==> config.mk <==
export PLATFORM = sky130hd
export DESIGN_NAME = length_prefixed_frame_deframer
export DESIGN_NICKNAME = d
export VERILOG_FILES = /design/src/lpfd_pkg.sv /design/src/length_prefixed_frame_deframer.sv
export SDC_FILE = /design/constraint.sdc
export NUM_CORES = 1
export LEC_CHECK = 0
export BUFFER_PORTS_ARGS = -buffer_cell sky130_fd_sc_hd__buf_2
export CORE_MARGIN = 2
export CORE_UTILIZATION = 40
export DETAILED_ROUTE_END_ITERATION = 10
export GPL_ROUTABILITY_DRIVEN = 0
export SYNTH_ARGS = -nofsm -noshare
export SYNTH_HDL_FRONTEND = slang
export SYNTH_SLANG_ARGS = --single-unit
==> constraint.sdc <==
create_clock -name clk -period 7.9 [get_ports clk]
set_input_delay 0.79 -clock clk [delete_from_list [all_inputs] [get_ports clk]]
set_output_delay 0.79 -clock clk [all_outputs]
set_load 0.01 [all_outputs]
==> src/lpfd_pkg.sv <==
// ----------------------------------------------------------------------------
// lpfd_pkg
// Types and constants of the length-prefixed frame deframer.
// ----------------------------------------------------------------------------
package lpfd_pkg;

  typedef logic [1:0] kind_t;
  typedef logic [2:0] hdr_pos_t;

  localparam kind_t KIND_HEADER = 2'd0;
  localparam kind_t KIND_DATA   = 2'd1;
  localparam kind_t KIND_ERROR  = 2'd2;

  localparam hdr_pos_t POS_LEN0  = 3'd0;
  localparam hdr_pos_t POS_LEN1  = 3'd1;
  localparam hdr_pos_t POS_LEN2  = 3'd2;
  localparam hdr_pos_t POS_LEN3  = 3'd3;
  localparam hdr_pos_t POS_TYPE  = 3'd4;
  localparam hdr_pos_t POS_FLAGS = 3'd5;
  localparam hdr_pos_t POS_SEQ0  = 3'd6;
  localparam hdr_pos_t POS_SEQ1  = 3'd7;

  localparam logic [31:0] LEN_OVERHEAD = 32'd4;

endpackage

==> src/length_prefixed_frame_deframer.sv <==
// A result is registered and appears on out_* in the cycle after the byte that causes it.
// Throughput: one byte per cycle; the only limit is the single result register,
// which stalls the input only while a held result is itself stalled.
// Reset: synchronous active-low rst_n clears header position, payload flag and
// the result valid; the next byte after reset is header byte 0.
// ----------------------------------------------------------------------------
// length_prefixed_frame_deframer
// Splits a byte stream into an 8-byte header transaction (LE length, type,
// flags, LE sequence), one per payload byte, and an error for length < 4.
// ----------------------------------------------------------------------------
module length_prefixed_frame_deframer (
  input  logic                 clk,
  input  logic                 rst_n,
  input  logic                 in_valid,
  output logic                 in_stall,
  input  logic [7:0]           in_byte_in,
  output logic                 out_valid,
  input  logic                 out_stall,
  output lpfd_pkg::kind_t      out_kind,
  output logic [7:0]           out_frame_type,
  output logic [7:0]           out_frame_flags,
  output logic [15:0]          out_sequence_res,
  output logic [31:0]          out_payload_length,
  output logic [7:0]           out_data_byte,
  output logic                 out_last
);

  lpfd_pkg::hdr_pos_t pos_r, pos_nxt;
  logic               in_payload_r, in_payload_nxt;
  logic [31:0]        len_r, len_nxt;
  logic [7:0]         type_r, type_nxt;
  logic [7:0]         flags_r, flags_nxt;
  logic [15:0]        seq_r, seq_nxt;
  logic [31:0]        rem_r, rem_nxt;

  logic               out_valid_r, out_valid_nxt;
  lpfd_pkg::kind_t    kind_r, kind_nxt;
  logic [7:0]         otype_r, otype_nxt;
  logic [7:0]         oflags_r, oflags_nxt;
  logic [15:0]        oseq_r, oseq_nxt;
  logic [31:0]        oplen_r, oplen_nxt;
  logic [7:0]         odata_r, odata_nxt;
  logic               olast_r, olast_nxt;

  logic               accept;
  logic               res_load;
  logic [31:0]        rem_dec;
  logic [31:0]        plen;
  logic [31:0]        len_full;

  assign in_stall = out_valid_r & out_stall;
  assign accept   = in_valid & ~in_stall;
  assign rem_dec  = rem_r - 32'd1;
  assign plen     = len_r - lpfd_pkg::LEN_OVERHEAD;
  assign len_full = {in_byte_in, len_r[23:0]};

  always_comb begin
    pos_nxt        = pos_r;
    in_payload_nxt = in_payload_r;
    len_nxt        = len_r;
    type_nxt       = type_r;
    flags_nxt      = flags_r;
    seq_nxt        = seq_r;
    rem_nxt        = rem_r;
    res_load       = 1'b0;
    kind_nxt       = kind_r;
    otype_nxt      = otype_r;
    oflags_nxt     = oflags_r;
    oseq_nxt       = oseq_r;
    oplen_nxt      = oplen_r;
    odata_nxt      = odata_r;
    olast_nxt      = olast_r;
    if (accept) begin
      if (in_payload_r) begin
        rem_nxt    = rem_dec;
        res_load   = 1'b1;
        kind_nxt   = lpfd_pkg::KIND_DATA;
        otype_nxt  = type_r;
        oflags_nxt = flags_r;
        oseq_nxt   = seq_r;
        oplen_nxt  = plen;
        odata_nxt  = in_byte_in;
        olast_nxt  = (rem_dec == 32'd0);
        if (rem_dec == 32'd0) begin
          in_payload_nxt = 1'b0;
          pos_nxt        = lpfd_pkg::POS_LEN0;
        end
      end else begin
        case (pos_r)
          lpfd_pkg::POS_LEN0: begin
            len_nxt = {24'd0, in_byte_in};
            pos_nxt = lpfd_pkg::POS_LEN1;
          end
          lpfd_pkg::POS_LEN1: begin
            len_nxt = {len_r[31:16], in_byte_in, len_r[7:0]};
            pos_nxt = lpfd_pkg::POS_LEN2;
          end
          lpfd_pkg::POS_LEN2: begin
            len_nxt = {len_r[31:24], in_byte_in, len_r[15:0]};
            pos_nxt = lpfd_pkg::POS_LEN3;
          end
          lpfd_pkg::POS_LEN3: begin
            len_nxt = len_full;
            if (len_full < lpfd_pkg::LEN_OVERHEAD) begin
              pos_nxt    = lpfd_pkg::POS_LEN0;
              res_load   = 1'b1;
              kind_nxt   = lpfd_pkg::KIND_ERROR;
              otype_nxt  = 8'd0;
              oflags_nxt = 8'd0;
              oseq_nxt   = 16'd0;
              oplen_nxt  = 32'd0;
              odata_nxt  = 8'd0;
              olast_nxt  = 1'b0;
            end else begin
              pos_nxt = lpfd_pkg::POS_TYPE;
            end
          end
          lpfd_pkg::POS_TYPE: begin
            type_nxt = in_byte_in;
            pos_nxt  = lpfd_pkg::POS_FLAGS;
          end
          lpfd_pkg::POS_FLAGS: begin
            flags_nxt = in_byte_in;
            pos_nxt   = lpfd_pkg::POS_SEQ0;
          end
          lpfd_pkg::POS_SEQ0: begin
            seq_nxt = {8'd0, in_byte_in};
            pos_nxt = lpfd_pkg::POS_SEQ1;
          end
          default: begin
            seq_nxt        = {in_byte_in, seq_r[7:0]};
            pos_nxt        = lpfd_pkg::POS_LEN0;
            rem_nxt        = plen;
            in_payload_nxt = (plen != 32'd0);
            res_load       = 1'b1;
            kind_nxt       = lpfd_pkg::KIND_HEADER;
            otype_nxt      = type_r;
            oflags_nxt     = flags_r;
            oseq_nxt       = {in_byte_in, seq_r[7:0]};
            oplen_nxt      = plen;
            odata_nxt      = 8'd0;
            olast_nxt      = (plen == 32'd0);
          end
        endcase
      end
    end
  end

  always_comb begin
    if (res_load) begin
      out_valid_nxt = 1'b1;
    end else if (out_valid_r && !out_stall) begin
      out_valid_nxt = 1'b0;
    end else begin
      out_valid_nxt = out_valid_r;
    end
  end

  always_ff @(posedge clk) begin
    if (!rst_n) begin
      pos_r        <= lpfd_pkg::POS_LEN0;
      in_payload_r <= 1'b0;
      out_valid_r  <= 1'b0;
    end else begin
      pos_r        <= pos_nxt;
      in_payload_r <= in_payload_nxt;
      out_valid_r  <= out_valid_nxt;
    end
  end

  always_ff @(posedge clk) begin
    len_r    <= len_nxt;
    type_r   <= type_nxt;
    flags_r  <= flags_nxt;
    seq_r    <= seq_nxt;
    rem_r    <= rem_nxt;
    kind_r   <= kind_nxt;
    otype_r  <= otype_nxt;
    oflags_r <= oflags_nxt;
    oseq_r   <= oseq_nxt;
    oplen_r  <= oplen_nxt;
    odata_r  <= odata_nxt;
    olast_r  <= olast_nxt;
  end

  assign out_valid          = out_valid_r;
  assign out_kind           = kind_r;
  assign out_frame_type     = otype_r;
  assign out_frame_flags    = oflags_r;
  assign out_sequence_res   = oseq_r;
  assign out_payload_length = oplen_r;
  assign out_data_byte      = odata_r;
  assign out_last           = olast_r;

endmodule

==> flow_summary_export.csv, run 1 <==
group,metric,value,unit
cts,clock-sinks,176,
critical_path,path_delay_family,"simple AND/OR/NAND/NOR gates",
pwr,pwr-share-comb,7.1,%
drt,drc,0,
critical_path,arrival,4.26,ns
grt,first_global_vias,5501,
critical_path,worst_setup_path_end_kind,"flip-flop",
critical_path,r2r_slack,3.71,ns
floorplan,die_y,147,um
critical_path,cp-start-kind,"flip-flop",
synth,syn_nets,679,
timing,relSlewSlack,26.4,%
timing,finalSetupViolCount,0,
drt,drt-total-wl,19200,um
cts,post_cts_buffers,0,
cts,cts-hold-fix-buffers,0,
synth,synth_cells,663,
critical_path,critPathLaunch,"len_r[2]$_DFFE_PP_",
timing,worst-slew-pin-transition,1.09,ns
synth,ys.flop_type,"edfxtp_1",
drt,routed_via_density,5.23,
grt,met2_usage,30.3,%
synth,synth_edf_count,171,
finish,drive_above_1_share,18.7,%
synth,synthesis.area,8190,um^2
placed_design,dpl.hpwl,13200,um
grt,overflow,0,
finish,nets,766,
timing,final-hold-violation-count,0,
drt,drtAntennaViolNets,0,
critical_path,path_class,"reg2reg",
floorplan,initial_core_util,40.6,%
critical_path,slowest_stage,"nor2_4",
drt,drtIter0Drc,523,
drt,dr_total_vias,5399,
grt,grt_max_degree,49,
floorplan,coreArea,20200,um^2
pwr,internal-power,0.00161,W
pwr,clkPwrFrac,41.6,%
grt,track_usage,18.3,%
pwr,p_sw,0.000542,W
cts,clkTransAtPathRegs,0.07,ns
synth,ys_ff_latch,176,
timing,max_freq,238,MHz
pwr,p_per_area,225,nW/um^2
placed_design,io_buffers,88,
critical_path,worstPathCellList,"inv_1 -> ha_1 -> nor4b_1 -> nand3_1 -> nor2_1 -> a31o_2 -> a31oi_1 -> nor2_4 -> buf_4",
min_path,min-delay-path-class,"reg2reg",
job,drv_cap,0,
critical_path,timing.rr.start,"len_r[2]$_DFFE_PP_",
cts,clock_latency,0.44,ns
finish,fin_util,47.5,%
finish,fillers,1838,
finish,diodes,0,
timing,rsz0062_at_grt,"false",
critical_path,worst-path-stages,9,
cts,cts_resized,0,
floorplan,die_area,21600,um^2
pwr,power,0.00216,W
grt,antenna_found_initial,0,
synth,yosysSeqAreaShare,63.9,%
pwr,pwr-share-seq,51.3,%
critical_path,critPathMaxStageDelay,0.69,ns
finish,areaGrowthSynthToFinish,16.9,%
drt,firstDrtPassIters,5,
grt,grt_busiest_layer,"met2",
pwr,irDropWorstVdd,0.165,mV
synth,async_reset_ff_share,0,%
synth,synth.avg_cell_area,12.4,um^2
cts,clockRootBuffer,"clkbuf_16",
drt,wl_per_cell,18.6,um
cts,cts_tree,"yes",
grt,grt_use_met1,24.3,%
critical_path,cp_num_buf_inv,2,
grt,grt_first_pass_wirelength,30200,um
cts,htreeDepth,4,
timing,period_minus_slack,4.19,ns
floorplan,rows,52,
synth,synth_cell_types,59,
floorplan,ios,89,
critical_path,r2r_end,"out_data_byte[2]$_SDFFCE_PN0P_",
pwr,swShare,25.1,%
synth,yosys_warnings,0,
timing,fin_setup_tns,0,ns
pwr,p_leak,3.26,nW
critical_path,reg2reg_depth,9,
cts,numCtsBuffers,17,
cts,clock_path_buffers,2,
timing,report.final.slew_viol_count,0,
run_status,status,"completed",
timing,fin_crit_sh,53.1,%
critical_path,crit_end,"out_data_byte[2]$_SDFFCE_PN0P_",
timing,fin_worst_skew,0.0207,ns
floorplan,die_width,147,um
grt,use_met3,3.35,%
critical_path,path_max_fanout,48,
critical_path,cp.required,7.97,ns
[logic make-up (layout without fill, tap and decap cells)]
| family | Yosys count | after routing | share of synthesized area [%] |
|---|---|---|---|
| mux | 18 | 18 | 2.20 |
| xor+xnor | 53 | 53 | 5.66 |
| flops | 176 | 176 | 63.9 |
| fa+ha+maj | 4 | 4 | 0.611 |
| compound gates | 55 | 55 | 4.26 |
| buf+inv | 35 | 135 | 1.62 |
| simple gates | 322 | 322 | 21.8 |
[cells in the mapped netlist (all sizes together), types with 16 or more instances]
cell	number	share of area [%]
nor3	31	2.0
and2	49	3.7
a21oi	19	1.2
clkbuf	22	1.0
nand2	42	1.9
mux2i	18	2.2
xnor2	24	2.6
nor2	76	3.5
edfxtp	171	63
xor2	29	3.1
nor2b	36	2.7
nand3	16	0.98
nor4	19	1.7
[power by group through the flow]
stage	logic [W]	clock network (W)	registers, W
final	0.000153	0.000897	0.00111
after global routing	0.000169	0.000946	0.00111
after CTS	0.000153	0.000907	0.00111
after detailed placement	0.000152	0	0.00113
after global placement	0.000147	0	0.00112
after floorplan	0.000103	0	0.00111
[metal layers]
metal	wire length (um)	up-vias
li1	-	2588
met1	8540	2626
met2	9400	155
met3	845	30
met4	437	0
met5	0	-
[how the worst min path moves through the flow]
stage	from	to	cells after the start
3_3_place_gp	seq_r[13]$_SDFFCE_PN0P_	out_sequence_res[13]$_DFFE_PP_	2
5_1_grt	flags_r[5]$_DFFE_PP_	out_frame_flags[5]$_DFFE_PP_	1
3_5_place_dp	seq_r[8]$_SDFFCE_PN0P_	out_sequence_res[8]$_DFFE_PP_	2
6_report	type_r[2]$_DFFE_PP_	out_frame_type[2]$_DFFE_PP_	1
2_1_floorplan	in_payload_r$_SDFFE_PN0P_	out_kind[0]$_SDFFCE_PP1P_	0
4_1_cts	type_r[3]$_DFFE_PP_	out_frame_type[3]$_DFFE_PP_	1
[cells in the final DEF (no fill, tap or decap), drive strengths merged, types with 6 or more instances in the layout]
cell type	count
inv	15
nor3	31
edfxtp	171
nand2	42
nor4	19
nand4	12
clkinv	7
nor2b	36
buf	94
nand3	16
or2	6
xor2	29
a21oi	19
and2	49
clkbuf	17
o21ai	14
nor2	76
mux2i	18
xnor2	24
or3	6
[area by class of cell]
class                      count  area (um^2)  share of cell area (%)
inverter                       9         33.8                   0.353
clock inverter                15          219                    2.29
tap                          270          338                    3.53
multi-input combinational    452         2850                    29.7
timing repair buffer          94          485                    5.07
clock buffer                  17          425                    4.44
sequential                   176         5240                    54.6
[flip-flops by register name (all words and copies together), names as in the netlist]
| name | flops |
|---|---|
| pos_r | 3 |
| out_last | 1 |
| out_sequence_res | 16 |
| seq_r | 16 |
| out_payload_length | 32 |
| len_r | 32 |
| out_kind | 2 |
| flags_r | 8 |
| in_payload_r | 1 |
| out_valid | 1 |
| rem_r | 32 |
| type_r | 8 |
| out_frame_flags | 8 |
| out_frame_type | 8 |
| out_data_byte | 8 |
[stage by stage]
stage | cell area [um^2] | std cells | hold WS (ns) | setup slack, ns
5_1_grt | 9580 | 1033 | 0.573 | 3.34
4_1_cts | 9580 | 1033 | 0.547 | 3.65
3_5_place_dp | 8940 | 1001 | 0.526 | 3.67
6_report | 9580 | 1033 | 0.548 | 3.71
2_1_floorplan | 8190 | 663 | 0.406 | 2.32
3_3_place_gp | 8940 | 1001 | 0.514 | 3.87
Note: power is estimated with default switching activity, not from simulation.
==> run 2: changes to the inputs <==
clock period = 4.04 ns   (was 7.9 ns; I/O delays follow)
==> run 2 against run 1 <==
Effect of this change:
- clock-buffer cell count unchanged
- clock skew down 0.011 ns
- combinational power rose by 92%
==> flow_summary_export.csv, run 2 (synthesis results as in run 1) <==
group,metric,value,unit
pwr,irDropWorstVdd,0.297,mV
placed_design,place_inst,1004,
finish,fillers,1847,
cts,clock_latency,0.43,ns
drt,firstDrtPassIters,5,
grt,first_global_vias,5389,
drt,wl_per_cell,18.7,um
critical_path,path_delay_family,"simple AND/OR/NAND/NOR gates",
placed_design,io_buffers,88,
cts,clkTransAtPathRegs,0.07,ns
pwr,power,0.00417,W
cts,htreeDepth,4,
drt,routed_via_density,5.32,
timing,fin_crit_sh,86.9,%
finish,drive_above_1_share,19.1,%
timing,period_minus_slack,3.51,ns
drt,drt-total-wl,19300,um
pwr,pwr-share-comb,7.0,%
critical_path,critPathLaunch,"len_r[2]$_DFFE_PP_",
timing,finalSetupViolCount,0,
finish,diodes,0,
floorplan,die_area,21600,um^2
cts,clock-sinks,176,
timing,final-hold-violation-count,0,
critical_path,crit_end,"out_frame_type[0]$_DFFE_PP_",
critical_path,worst-path-stages,9,
grt,track_usage,18.4,%
pwr,swShare,25.7,%
critical_path,path_max_fanout,42,
finish,stdcell_count,1036,
drt,drtAntennaViolNets,0,
critical_path,worstPathCellList,"inv_1 -> ha_1 -> nor4b_1 -> nand3_1 -> nor2_1 -> a31o_2 -> a31oi_1 -> nor2_4 -> buf_4",
cts,clockRootBuffer,"clkbuf_16",
pwr,internal-power,0.00310,W
critical_path,path_class,"reg2reg",
pwr,p_sw,0.00107,W
run_status,status,"completed",
critical_path,timing.rr.start,"len_r[2]$_DFFE_PP_",
grt,overflow,0,
cts,numCtsBuffers,17,
pwr,p_leak,3.27,nW
critical_path,r2r_end,"out_frame_type[0]$_DFFE_PP_",
floorplan,die_width,147,um
floorplan,die_y,147,um
critical_path,critPathMaxStageDelay,0.59,ns
floorplan,initial_core_util,40.6,%
pwr,clkPwrFrac,41.1,%
grt,grt_max_degree,46,
cts,cts-hold-fix-buffers,0,
timing,whs,0.311,ns
drt,dr_total_vias,5513,
floorplan,ios,89,
job,drv_cap,0,
critical_path,cp.required,4.11,ns
timing,fin_worst_skew,0.00928,ns
critical_path,slowest_stage,"nor4b_1",
timing,report.final.slew_viol_count,0,
cts,clock_path_buffers,2,
finish,final_cell_mix,"171 x edfxtp_1, 88 x buf_2, 74 x nor2_1",
timing,worst-slew-pin-transition,1.19,ns
min_path,min-delay-path-class,"in2reg",
drt,drc,0,
critical_path,cp-start-kind,"flip-flop",
grt,grt_first_pass_wirelength,30400,um
finish,final_common_cell,"edfxtp_1",
critical_path,worst_setup_path_end_kind,"flip-flop",
pwr,pwr-share-seq,51.9,%
finish,nets,769,
timing,relSlewSlack,20.1,%
placed_design,dpl.hpwl,13300,um
timing,max_freq,285,MHz
critical_path,cp_num_buf_inv,2,
cts,post_cts_buffers,0,
floorplan,rows,52,
pwr,p_per_area,435,nW/um^2
drt,drtIter0Drc,364,
floorplan,coreArea,20200,um^2
critical_path,arrival,3.58,ns
finish,areaGrowthSynthToFinish,17.1,%
grt,antenna_found_initial,1,
critical_path,reg2reg_depth,9,
cts,cts_resized,0,
critical_path,r2r_slack,0.53,ns
timing,rsz0062_at_grt,"false",
timing,fin_setup_tns,0,ns
min_path,hold_path_depth,2,
cts,cts_tree,"yes",
run 2: cell types whose count changed in the layout (fill, tap and decap cells not counted):
cell,previous run,this run
bufinv_16,2,1
inv_8,3,2
buf_4,6,9
clkinv_8,4,6
run 2: how the worst min path moves through the flow:
stage                         startpoint                        endpoint
2_1_floorplan  in_payload_r$_SDFFE_PN0P_       out_kind[0]$_SDFFCE_PP1P_
3_3_place_gp     seq_r[10]$_SDFFCE_PN0P_  out_sequence_res[10]$_DFFE_PP_
3_5_place_dp        flags_r[5]$_DFFE_PP_    out_frame_flags[5]$_DFFE_PP_
4_1_cts                            rst_n          out_valid$_SDFFE_PN0P_
5_1_grt                            rst_n          out_valid$_SDFFE_PN0P_
6_report                           rst_n          out_valid$_SDFFE_PN0P_
run 2: layout make-up:
type                       count  area [um^2]  area share (%)
sequential                   176         5240            54.6
inverter                       9         33.8           0.352
timing repair buffer          97          508            5.29
clock inverter                15          210            2.19
multi-input combinational    452         2850            29.7
clock buffer                  17          425            4.43
tap                          270          338            3.52
run 2: metal layers:
layer	part of all wire (%)	GRT usage, %
met1	43	24.9
met2	49	29.9
met3	5.4	3.98
met4	2.2	5.82
met5	0.067	0
run 2: through the flow:
step	area, um^2	worst slack, ns	utilization (%)
final	9600	0.529	47.6
after global routing	9600	0.200	47.6
after floorplan	8200	0.528	-
after CTS	9600	0.545	47.6
after detailed placement	8960	0.570	44.4
after global placement	8960	0.764	44.4
run 2: power by group through the flow:
stage               Clock, W  Sequential (W)  Combinational, W
global placement           0         0.00220          0.000287
CTS                  0.00174         0.00216          0.000296
finish               0.00172         0.00217          0.000294
global route         0.00182         0.00217          0.000330
floorplan                  0         0.00218          0.000202
detailed placement         0         0.00220          0.000296
==> run 3: changes to the inputs <==
clock period = 4 ns   (was 4.04 ns; I/O delays follow)
==> run 3 against run 2 <==
Effect of this change:
- clock-buffer cell count up 1
- register-to-register slack better by 0.02 ns
- sequential cell count stayed put
- die area stayed put
- critical endpoint is now out_sequence_res[3]$_DFFE_PP_
==> flow_summary_export.csv, run 3 (synthesis results as in run 1) <==
group,metric,value,unit
finish,fillers,1839,
cts,clkTransAtPathRegs,0.08,ns
cts,cts_tree,"yes",
cts,clock_latency,0.43,ns
pwr,irDropWorstVdd,0.270,mV
drt,drtIter0Drc,373,
timing,period_minus_slack,3.45,ns
grt,grt_max_degree,46,
floorplan,die_y,147,um
timing,max_freq,290,MHz
timing,fin_setup_tns,0,ns
floorplan,rows,52,
critical_path,path_max_fanout,42,
floorplan,coreArea,20200,um^2
cts,clock_path_buffers,2,
finish,areaGrowthSynthToFinish,16.9,%
critical_path,cp_num_buf_inv,2,
critical_path,critPathMaxStageDelay,0.57,ns
timing,finalSetupViolCount,0,
min_path,hold_path_depth,2,
critical_path,arrival,3.52,ns
critical_path,path_delay_family,"simple AND/OR/NAND/NOR gates",
finish,nets,769,
timing,worst-slew-pin-transition,1.15,ns
critical_path,worstPathCellList,"inv_1 -> ha_1 -> nor4b_1 -> nand3_1 -> nor2_1 -> a31o_2 -> a31oi_1 -> nor2_4 -> buf_4",
finish,diodes,0,
floorplan,initial_core_util,40.6,%
grt,track_usage,18.1,%
drt,drc,0,
job,drv_cap,0,
drt,wl_per_cell,18.5,um
min_path,min-delay-path-class,"in2reg",
timing,report.final.slew_viol_count,0,
cts,cts-hold-fix-buffers,0,
finish,fin_util,47.5,%
floorplan,ios,89,
timing,fin_crit_sh,86.3,%
timing,rsz0062_at_grt,"false",
cts,numCtsBuffers,17,
critical_path,cp.required,4.07,ns
drt,drt-total-wl,19200,um
floorplan,die_width,147,um
critical_path,path_class,"reg2reg",
grt,overflow,0,
finish,final_cell_mix,"171 x edfxtp_1, 88 x buf_2, 74 x nor2_1",
critical_path,cp-start-kind,"flip-flop",
placed_design,placed_area,8960,um^2
pwr,p_per_area,436,nW/um^2
timing,relSlewSlack,23.1,%
critical_path,slowest_stage,"nor4b_1",
grt,grt_first_pass_wirelength,30000,um
finish,drive_above_1_share,18.9,%
placed_design,dpl.hpwl,13200,um
drt,firstDrtPassIters,5,
drt,dr_total_vias,5561,
drt,drtAntennaViolNets,0,
pwr,p_leak,3.26,nW
placed_design,io_buffers,88,
cts,cts_resized,0,
cts,clock-sinks,176,
critical_path,worst-path-stages,9,
timing,fin_worst_skew,0.0148,ns
critical_path,worst_setup_path_end_kind,"flip-flop",
cts,post_cts_buffers,0,
run_status,status,"completed",
timing,final-hold-violation-count,0,
finish,final_area,9580,um^2
floorplan,die_area,21600,um^2
cts,clockRootBuffer,"clkbuf_16",
grt,antenna_found_initial,1,
critical_path,reg2reg_depth,9,
drt,routed_via_density,5.37,
cts,htreeDepth,4,
grt,first_global_vias,5429,
finish,final_common_cell,"edfxtp_1",
[run 3: cell count changes in the layout (fill, tap and decap cells not counted), sizes merged]
cell and change:
clkbuf +1, inv -1
[run 3: worst paths after layout]
| path | startpoint | end | slack [ns] |
|---|---|---|---|
| worst max-delay path | len_r[2]$_DFFE_PP_ | out_sequence_res[3]$_DFFE_PP_ | 0.55 |
| worst min register to register | type_r[7]$_DFFE_PP_ | out_frame_type[7]$_DFFE_PP_ | 0.54 |
| worst min-delay path | rst_n | out_valid$_SDFFE_PN0P_ | 0.29 |
| worst max register to register | len_r[2]$_DFFE_PP_ | out_sequence_res[3]$_DFFE_PP_ | 0.55 |
[run 3: area by class of cell]
cell class	instances	area [um^2]	share of cell area (%)
Sequential cell	176	5240	54.6
Timing Repair Buffer	97	508	5.30
Clock buffer	18	429	4.48
Clock inverter	14	194	2.02
Multi-Input combinational cell	452	2850	29.7
Tap cell	270	338	3.53
Inverter	9	33.8	0.353
[run 3: power by group]
| group | total (W) | switching (W) | internal (W) |
|---|---|---|---|
| combinational | 0.000296 | 0.000190 | 0.000106 |
| clock | 0.00170 | 0.000790 | 0.000905 |
| sequential | 0.00219 | 0.0000755 | 0.00211 |
| total | 0.00418 | 0.00106 | 0.00312 |
[run 3: metrics by stage]
stage / setup slack [ns] / hold WS, ns / power [W] / std cells
after floorplan: 0.488 / 0.406 / 0.00240 / 663
after global placement: 0.731 / 0.511 / 0.00251 / 1004
after detailed placement: 0.589 / 0.521 / 0.00252 / 1004
after CTS: 0.574 / 0.268 / 0.00420 / 1036
after global routing: 0.253 / 0.280 / 0.00432 / 1036
final: 0.547 / 0.292 / 0.00418 / 1036
[run 3: layer usage]
metal  wire length, um  part of all wire, %  vias up  global-route usage (%)
met5                13                0.068        -                       0
met4               348                  1.8        2                    5.29
met3              1060                  5.5       31                    4.47
met2              9340                   49      189                    29.8
met1              8440                   44     2742                    23.8
li1                  -                    -     2597                       -
